## src/lteb_pkg.sv

```systemverilog
// Shared constants for the lidar time-to-collision emergency brake.
// Holds register indexes, reset values and fixed-point sine coefficients.
// No dependencies.
package lteb_pkg;

    localparam int TRIG_TABLE_DEPTH = 1024;
    localparam int TRIG_IDX_W       = $clog2(TRIG_TABLE_DEPTH);
    localparam int TRIG_DROP        = 16 - TRIG_IDX_W;
    localparam logic [15:0] ANGLE_QMASK = 16'(16'hFFFF << TRIG_DROP);

    localparam logic [1:0] REG_ANGLE_START   = 2'd0;
    localparam logic [1:0] REG_ANGLE_STEP    = 2'd1;
    localparam logic [1:0] REG_RANGE_LIMIT   = 2'd2;
    localparam logic [1:0] REG_TTC_THRESHOLD = 2'd3;

    localparam logic [15:0] ANGLE_START_RST   = 16'd0;
    localparam logic [15:0] ANGLE_STEP_RST    = 16'd0;
    localparam logic [15:0] RANGE_LIMIT_RST   = 16'd30000;
    localparam logic [15:0] TTC_THRESHOLD_RST = 16'd500;

    localparam logic [15:0] QUARTER_TURN = 16'd16384;
    localparam logic [14:0] QUARTER_FRAC = 15'd16384;

    localparam logic [15:0] SIN_A       = 16'd51472;
    localparam logic [14:0] SIN_B       = 15'd21024;
    localparam logic [11:0] SIN_C       = 12'd2320;
    localparam logic [9:0]  RANGE_SCALE = 10'd1000;

endpackage

```

## src/lidar_ttc_emergency_brake_core.sv

```systemverilog
// Top level of the lidar time-to-collision emergency brake.
// Uses lteb_pkg; one shared 18x18 signed multiplier under a sequencer.
// s_ready is high only in the idle state, so the core takes no new beam until it is done
// with the last one; an invalid or out-of-range beam skips the arithmetic. A usable beam makes
// 13 passes through the single multiplier (two sine polynomials, projection, TTC test).
// The brake result is registered when the last beam of a scan is done; the sequencer holds
// it back while a previous result is stalled. Reset (aresetn low, synchronous) clears the
// sequencer, scan state, hit flag, output valid and restores configuration defaults.
module lidar_ttc_emergency_brake_core (
    input  logic        aclk,
    input  logic        aresetn,
    input  logic        cfg_valid,
    output logic        cfg_ready,
    input  logic [1:0]  cfg_index,
    input  logic [15:0] cfg_data,
    input  logic        s_valid,
    output logic        s_ready,
    input  logic [15:0] s_range_mm,
    input  logic        s_range_valid,
    input  logic signed [15:0] s_vel_x_mm_s,
    input  logic signed [15:0] s_vel_y_mm_s,
    input  logic        s_last_beam,
    output logic        m_valid,
    input  logic        m_ready,
    output logic        m_brake
);

    localparam logic [3:0] ST_IDLE = 4'd0;
    localparam logic [3:0] ST_SQ   = 4'd1;
    localparam logic [3:0] ST_T    = 4'd2;
    localparam logic [3:0] ST_U    = 4'd3;
    localparam logic [3:0] ST_S    = 4'd4;
    localparam logic [3:0] ST_R    = 4'd5;
    localparam logic [3:0] ST_MX   = 4'd6;
    localparam logic [3:0] ST_MY   = 4'd7;
    localparam logic [3:0] ST_MS   = 4'd8;
    localparam logic [3:0] ST_ML   = 4'd9;
    localparam logic [3:0] ST_MH   = 4'd10;
    localparam logic [3:0] ST_CMP  = 4'd11;
    localparam logic [3:0] ST_FIN  = 4'd12;

    logic [3:0]  state_reg, state_next;
    logic [15:0] angle_start_reg, angle_start_next;
    logic [15:0] angle_step_reg, angle_step_next;
    logic [15:0] range_limit_reg, range_limit_next;
    logic [15:0] ttc_thr_reg, ttc_thr_next;
    logic [15:0] angle_phase_reg, angle_phase_next;
    logic        scan_started_reg, scan_started_next;
    logic        collision_reg, collision_next;
    logic        hit_reg, hit_next;
    logic        pass_reg, pass_next;
    logic        m_valid_reg, m_valid_next;
    logic        m_brake_reg, m_brake_next;

    logic [15:0] range_reg, range_next;
    logic signed [15:0] vx_reg, vx_next;
    logic signed [15:0] vy_reg, vy_next;
    logic        last_reg, last_next;
    logic [15:0] qangle_reg, qangle_next;
    logic [15:0] ang_reg, ang_next;
    logic [15:0] x2_reg, x2_next;
    logic signed [17:0] cos_reg, cos_next;
    logic signed [17:0] sin_reg, sin_next;
    logic signed [35:0] acc_reg, acc_next;
    logic signed [35:0] speed_reg, speed_next;
    logic [40:0] lhs_reg, lhs_next;
    logic [32:0] rlo_reg, rlo_next;

    logic signed [17:0] op_a, op_b;
    logic signed [35:0] prod_reg, prod_next;

    logic [15:0] cur_phase;
    logic [14:0] xh;
    logic [15:0] xq;
    logic [14:0] sub_b;
    logic [15:0] sub_a;
    logic [15:0] s_mag;
    logic signed [17:0] trig;
    logic [47:0] rhs;
    logic        accept;
    logic        usable;
    logic        out_free;

    assign cfg_ready = 1'b1;
    assign s_ready   = (state_reg == ST_IDLE);
    assign m_valid   = m_valid_reg;
    assign m_brake   = m_brake_reg;

    assign accept    = s_valid && s_ready;
    assign cur_phase = scan_started_reg ? angle_phase_reg : angle_start_reg;
    assign usable    = s_range_valid && (s_range_mm <= range_limit_reg);
    assign out_free  = !m_valid_reg || m_ready;

    // Quarter-wave fold of the current sine argument.
    assign xh    = ang_reg[14] ? 15'(lteb_pkg::QUARTER_FRAC - {1'b0, ang_reg[13:0]})
                               : {1'b0, ang_reg[13:0]};
    assign xq    = {xh, 1'b0};
    assign sub_b = 15'(lteb_pkg::SIN_B - {2'b00, prod_reg[27:15]});
    assign sub_a = 16'(lteb_pkg::SIN_A - {1'b0, prod_reg[29:15]});
    assign s_mag = prod_reg[30:15];
    assign trig  = ang_reg[15] ? -$signed({2'b00, s_mag}) : $signed({2'b00, s_mag});
    assign rhs   = {prod_reg[30:0], 17'b0} + {15'b0, rlo_reg};

    always_comb begin
        op_a = '0;
        op_b = '0;
        unique case (state_reg)
            ST_SQ: begin
                op_a = $signed({2'b00, xq});
                op_b = $signed({2'b00, xq});
            end
            ST_T: begin
                op_a = $signed({2'b00, prod_reg[30:15]});
                op_b = $signed({6'b0, lteb_pkg::SIN_C});
            end
            ST_U: begin
                op_a = $signed({2'b00, x2_reg});
                op_b = $signed({3'b000, sub_b});
            end
            ST_S: begin
                op_a = $signed({2'b00, xq});
                op_b = $signed({2'b00, sub_a});
            end
            ST_MX: begin
                op_a = {{2{vx_reg[15]}}, vx_reg};
                op_b = cos_reg;
            end
            ST_MY: begin
                op_a = {{2{vy_reg[15]}}, vy_reg};
                op_b = sin_reg;
            end
            ST_MS: begin
                op_a = $signed({2'b00, range_reg});
                op_b = $signed({8'b0, lteb_pkg::RANGE_SCALE});
            end
            ST_ML: begin
                op_a = $signed({1'b0, speed_reg[16:0]});
                op_b = $signed({2'b00, ttc_thr_reg});
            end
            ST_MH: begin
                op_a = $signed({3'b000, speed_reg[31:17]});
                op_b = $signed({2'b00, ttc_thr_reg});
            end
            default: begin
                op_a = '0;
                op_b = '0;
            end
        endcase
    end

    assign prod_next = op_a * op_b;

    always_comb begin
        state_next        = state_reg;
        angle_start_next  = angle_start_reg;
        angle_step_next   = angle_step_reg;
        range_limit_next  = range_limit_reg;
        ttc_thr_next      = ttc_thr_reg;
        angle_phase_next  = angle_phase_reg;
        scan_started_next = scan_started_reg;
        collision_next    = collision_reg;
        hit_next          = hit_reg;
        pass_next         = pass_reg;
        m_valid_next      = m_valid_reg && !m_ready;
        m_brake_next      = m_brake_reg;
        range_next        = range_reg;
        vx_next           = vx_reg;
        vy_next           = vy_reg;
        last_next         = last_reg;
        qangle_next       = qangle_reg;
        ang_next          = ang_reg;
        x2_next           = x2_reg;
        cos_next          = cos_reg;
        sin_next          = sin_reg;
        acc_next          = acc_reg;
        speed_next        = speed_reg;
        lhs_next          = lhs_reg;
        rlo_next          = rlo_reg;

        if (cfg_valid && cfg_ready) begin
            unique case (cfg_index)
                lteb_pkg::REG_ANGLE_START:   angle_start_next = cfg_data;
                lteb_pkg::REG_ANGLE_STEP:    angle_step_next  = cfg_data;
                lteb_pkg::REG_RANGE_LIMIT:   range_limit_next = cfg_data;
                lteb_pkg::REG_TTC_THRESHOLD: ttc_thr_next     = cfg_data;
                default:                     angle_start_next = angle_start_reg;
            endcase
        end

        unique case (state_reg)
            ST_IDLE: begin
                if (accept) begin
                    range_next        = s_range_mm;
                    vx_next           = s_vel_x_mm_s;
                    vy_next           = s_vel_y_mm_s;
                    last_next         = s_last_beam;
                    scan_started_next = 1'b1;
                    angle_phase_next  = 16'(cur_phase + angle_step_reg);
                    qangle_next       = cur_phase & lteb_pkg::ANGLE_QMASK;
                    ang_next          = 16'((cur_phase & lteb_pkg::ANGLE_QMASK)
                                            + lteb_pkg::QUARTER_TURN);
                    hit_next          = 1'b0;
                    pass_next         = 1'b0;
                    state_next        = usable ? ST_SQ : ST_FIN;
                end
            end
            ST_SQ: state_next = ST_T;
            ST_T: begin
                x2_next    = prod_reg[30:15];
                state_next = ST_U;
            end
            ST_U: state_next = ST_S;
            ST_S: state_next = ST_R;
            ST_R: begin
                if (!pass_reg) begin
                    cos_next   = trig;
                    ang_next   = qangle_reg;
                    pass_next  = 1'b1;
                    state_next = ST_SQ;
                end else begin
                    sin_next   = trig;
                    state_next = ST_MX;
                end
            end
            ST_MX: state_next = ST_MY;
            ST_MY: begin
                acc_next   = prod_reg;
                state_next = ST_MS;
            end
            ST_MS: begin
                speed_next = acc_reg + prod_reg;
                state_next = ST_ML;
            end
            ST_ML: begin
                lhs_next   = {prod_reg[25:0], 15'b0};
                state_next = ST_MH;
            end
            ST_MH: begin
                rlo_next   = prod_reg[32:0];
                state_next = ST_CMP;
            end
            ST_CMP: begin
                hit_next   = (speed_reg > 36'sd0) && ({7'b0, lhs_reg} <= rhs);
                state_next = ST_FIN;
            end
            ST_FIN: begin
                if (!last_reg) begin
                    collision_next = collision_reg || hit_reg;
                    state_next     = ST_IDLE;
                end else if (out_free) begin
                    m_valid_next      = 1'b1;
                    m_brake_next      = collision_reg || hit_reg;
                    collision_next    = 1'b0;
                    scan_started_next = 1'b0;
                    state_next        = ST_IDLE;
                end
            end
            default: state_next = ST_IDLE;
        endcase
    end

    always_ff @(posedge aclk) begin
        if (!aresetn) begin
            state_reg        <= ST_IDLE;
            angle_start_reg  <= lteb_pkg::ANGLE_START_RST;
            angle_step_reg   <= lteb_pkg::ANGLE_STEP_RST;
            range_limit_reg  <= lteb_pkg::RANGE_LIMIT_RST;
            ttc_thr_reg      <= lteb_pkg::TTC_THRESHOLD_RST;
            angle_phase_reg  <= 16'd0;
            scan_started_reg <= 1'b0;
            collision_reg    <= 1'b0;
            hit_reg          <= 1'b0;
            pass_reg         <= 1'b0;
            m_valid_reg      <= 1'b0;
        end else begin
            state_reg        <= state_next;
            angle_start_reg  <= angle_start_next;
            angle_step_reg   <= angle_step_next;
            range_limit_reg  <= range_limit_next;
            ttc_thr_reg      <= ttc_thr_next;
            angle_phase_reg  <= angle_phase_next;
            scan_started_reg <= scan_started_next;
            collision_reg    <= collision_next;
            hit_reg          <= hit_next;
            pass_reg         <= pass_next;
            m_valid_reg      <= m_valid_next;
        end
    end

    always_ff @(posedge aclk) begin
        m_brake_reg <= m_brake_next;
        range_reg   <= range_next;
        vx_reg      <= vx_next;
        vy_reg      <= vy_next;
        last_reg    <= last_next;
        qangle_reg  <= qangle_next;
        ang_reg     <= ang_next;
        x2_reg      <= x2_next;
        cos_reg     <= cos_next;
        sin_reg     <= sin_next;
        acc_reg     <= acc_next;
        speed_reg   <= speed_next;
        lhs_reg     <= lhs_next;
        rlo_reg     <= rlo_next;
        prod_reg    <= prod_next;
    end

endmodule

```

## config.mk

```make
export PLATFORM = sky130hd
export DESIGN_NAME = lidar_ttc_emergency_brake_core
export DESIGN_NICKNAME = d
export VERILOG_FILES = /design/src/lteb_pkg.sv /design/src/lidar_ttc_emergency_brake_core.sv
export SDC_FILE = /design/constraint.sdc
export NUM_CORES = 2
export LEC_CHECK = 0
export BUFFER_PORTS_ARGS = -buffer_cell sky130_fd_sc_hd__buf_4
export CORE_ASPECT_RATIO = 0.9
export CORE_MARGIN = 3
export CORE_UTILIZATION = 45
export DETAILED_ROUTE_END_ITERATION = 6
export PLACE_DENSITY_LB_ADDON = 0.05
export SLEW_MARGIN = 15
export SYNTH_ARGS = -nofsm -noshare
export SYNTH_HDL_FRONTEND = slang
export SYNTH_SLANG_ARGS = --single-unit
```

## constraint.sdc

```tcl
create_clock -name aclk -period 8.36 [get_ports aclk]
set_clock_uncertainty 0.15 [all_clocks]
set_input_delay 2.508 -clock aclk [delete_from_list [all_inputs] [get_ports aclk]]
set_output_delay 2.508 -clock aclk [all_outputs]
set_load 0.1 [all_outputs]
```

==> reports/qor.txt <==
post-route minimum period -> 8.141 ns
total wirelength of the detailed-routed design -> 93480 microns
period utilization -> 97.38%
fraction of post-synthesis cell area in the top cell type by area -> 24.55%
most frequently used flop master after synthesis -> sky130_fd_sc_hd__edfxtp_1
Mapped Cells -> 3097
number of maximum-capacitance constraint violations -> 0
cell at the slowest stage of the critical path -> sky130_fd_sc_hd__a222oi_1
Critical Setup Path Class -> reg2reg
top cell type by total area after synthesis -> sky130_fd_sc_hd__edfxtp_1
FFs w/ async S/R, synth -> 0%
number of unique standard cell types used by synthesis -> 86
count of antenna-violating nets left after detailed routing -> 0
critical path required time -> 8.61 ns
unrepaired setup endpoints after global routing -> false
nets in the synthesized netlist -> 3705
worst reg-to-reg path cell count -> 26
register clock-pin slew on the reported worst setup and hold paths -> 0.06 ns
core area -> 67560 sq um
CTS buffer count -> 39
cell area after placement -> 32990 sq um
Final Max Tran Viols -> 0
hpwl dp -> 72830 microns
Seq cells post-synth -> 378
synthesis-to-finish area growth -> 11.69%
share of power burned in registers -> 21.4%
clock latency at the later pin of the worst-skew pair -> 0.55 ns
top cells by count, synth -> sky130_fd_sc_hd__inv_1, sky130_fd_sc_hd__nand2_1, sky130_fd_sc_hd__fa_1, sky130_fd_sc_hd__edfxtp_1, sky130_fd_sc_hd__ha_1
Max Buffers Root-to-Sink -> 3
Max FO, Critical Path -> 18
switching power -> 6408 uW
routed length per placed instance -> 22.70 microns
CTS Hold Buffers Added -> 0
share of final-layout standard cells stronger than drive strength 1 -> 11.00%
Filler Cell Count -> 6231
setup TNS -> 0 ns
total routing resource utilization after global routing -> 26.34%
width of the die -> 282.4 microns
TritonCTS clock tree -> done
WP buf/inv -> 6
share of synthesized area occupied by flip-flops and latches -> 32.64%
Die Ht -> 254.8 microns
mean area per synthesized cell -> 9.993 sq um
number of antenna violations at the first check in global routing -> 4
final hold violations -> 0
combinational group share of total power -> 64.7%
DRT iter0 DRCs -> 1812
maximum vdd ir drop -> 348.1 uV
CTS root buffer -> sky130_fd_sc_hd__clkbuf_16
Setup crit end kind -> flip-flop
maximum number of pins on one net before global-route repair -> 92
Vias per Instance -> 5.590
Total Die Area -> 71960 sq um
number of H-tree levels -> 2
type of the most critical hold path -> reg2reg
post-route cell area -> 34570 sq um
slew at the pin closest to its max-slew limit -> 1.067 ns
YS warnings -> 0
Levels on crit path -> 26
Power per Cell Area -> 378.0 nW/um^2
most common cell type on the critical path -> sky130_fd_sc_hd__fa_1
initial core utilization -> 45.80%
leakage -> 0.01510 uW
# setup viols final -> 0
number of enable flip-flop cells after synthesis -> 253
placement row count -> 90
via count of the first global-routing pass -> 23190
result of the run -> finished clean
Routability Congestion -> 0.9047
wire length of the first global-routing pass -> 141100 microns
Clk network pwr share -> 13.9%
combined area of all synthesized cells -> 30950 sq um
final layout net count -> 3822
vias after detailed routing -> 23020
Worst Hold Depth -> 0
arrival time at the worst endpoint -> 8.39 ns
CP startpoint kind -> flip-flop
family with the most delay on the worst path -> adder cells
Peak Freq -> 0.1228 GHz
clk sinks -> 378
Design Power -> 13070 uW
overall overflow remaining after global route -> 0
maximum cell stage delay along the critical path -> 0.85 ns
DRC -> 0
Synth area leaders -> sky130_fd_sc_hd__edfxtp_1, sky130_fd_sc_hd__fa_1, sky130_fd_sc_hd__ha_1
Pre-Repair DR Iteration Count -> 6
share of total power consumed by net switching -> 49.04%
Port Buffers -> 75
num ports -> 77
relative max-transition margin -> 28.76%
number of antenna diodes -> 0
top-count cell post-synth -> sky130_fd_sc_hd__inv_1
cell-internal power -> 6659 uW
## cells in the final DEF (no fill, tap or decap), drive strengths merged, types with 19 or more instances in the layout
cell type    n
a21boi      59
a21o        36
a21oi      102
a222oi      19
a22oi       31
and2        51
buf        199
clkbuf      52
dfxtp      125
edfxtp     253
fa         332
ha         203
inv        444
mux2        22
nand2      435
nand2b      32
nand3       40
nand4       26
nor2       179
nor2b       32
nor3        31
o211ai      25
o21a        26
o21ai      103
xnor2       83
xor2        39
## metrics by stage
step	util (%)	std cells	hold WS [ns]	setup WS, ns
after floorplan	-	3097	0.2623	0.09441
after global placement	48.83	4032	0.2900	0.2127
after detailed placement	48.83	4032	0.2889	0.1076
after CTS	50.76	4103	0.3146	0.08449
after global routing	51.16	4118	0.3179	0.002331
final	51.16	4118	0.3029	0.2186
## repair_timing
action / 4_1_cts / 5_1_grt
setup buffers: 0 / 14
endpoints found under the setup margin: 0 / 12
resized for setup: 0 / 34
## area by class of cell
| type | instances | area [sq um] | share of cell area, % |
|---|---|---|---|
| Clock buffer | 52 | 1066 | 3.084 |
| Clock inverter | 19 | 237.7 | 0.6878 |
| Inverter | 443 | 1664 | 4.814 |
| Multi-Input combinational cell | 2153 | 18840 | 54.51 |
| Sequential cell | 378 | 10100 | 29.22 |
| Tap cell | 874 | 1094 | 3.164 |
| Timing Repair Buffer | 199 | 1560 | 4.514 |
## power by group through the flow
stage | registers (uW) | clock network, uW | logic [uW]
4_1_cts | 2780 | 1860 | 8350
3_3_place_gp | 2820 | 0 | 8270
6_report | 2790 | 1810 | 8460
2_1_floorplan | 2660 | 0 | 5590
3_5_place_dp | 2820 | 0 | 8300
5_1_grt | 2820 | 1930 | 9480
## kinds of logic (layout without fill, tap and decap cells)
logic type,after synthesis,in the layout,synth area share (%)
AOI/OAI and AO/OA,539,540,12.24
DFF,378,378,32.64
adders and majority gates,535,535,29.68
other,1,1,0.01212
buffers and inverters,567,713,7.116
and+or+nand+nor,925,925,13.80
muxes,30,30,1.059
xor gates and xnor gates,122,122,3.453
## metal layers
metal / up-vias / global-route usage, % / share of wire, % / wire length [microns]
met4: 2 / 9.171 / 4.0 / 3716
met5: - / 0 / 0.0096 / 9
met1: 11500 / 35.86 / 43 / 40330
met2: 715 / 42.59 / 46 / 43070
li1: 10640 / - / - / -
met3: 165 / 4.732 / 6.8 / 6351
## worst paths after layout
check                           slack, ns                       from                     to
worst max register to register       0.22  state_reg[1]$_SDFFE_PN0P_   prod_reg[30]$_DFF_P_
worst min register to register       0.30       prod_reg[34]$_DFF_P_  acc_reg[34]$_DFFE_PN_
worst max-delay path                 0.22  state_reg[1]$_SDFFE_PN0P_   prod_reg[30]$_DFF_P_
worst min-delay path                 0.30       prod_reg[34]$_DFF_P_  acc_reg[34]$_DFFE_PN_
No activity file was read; power rests on OpenSTA's default activity.
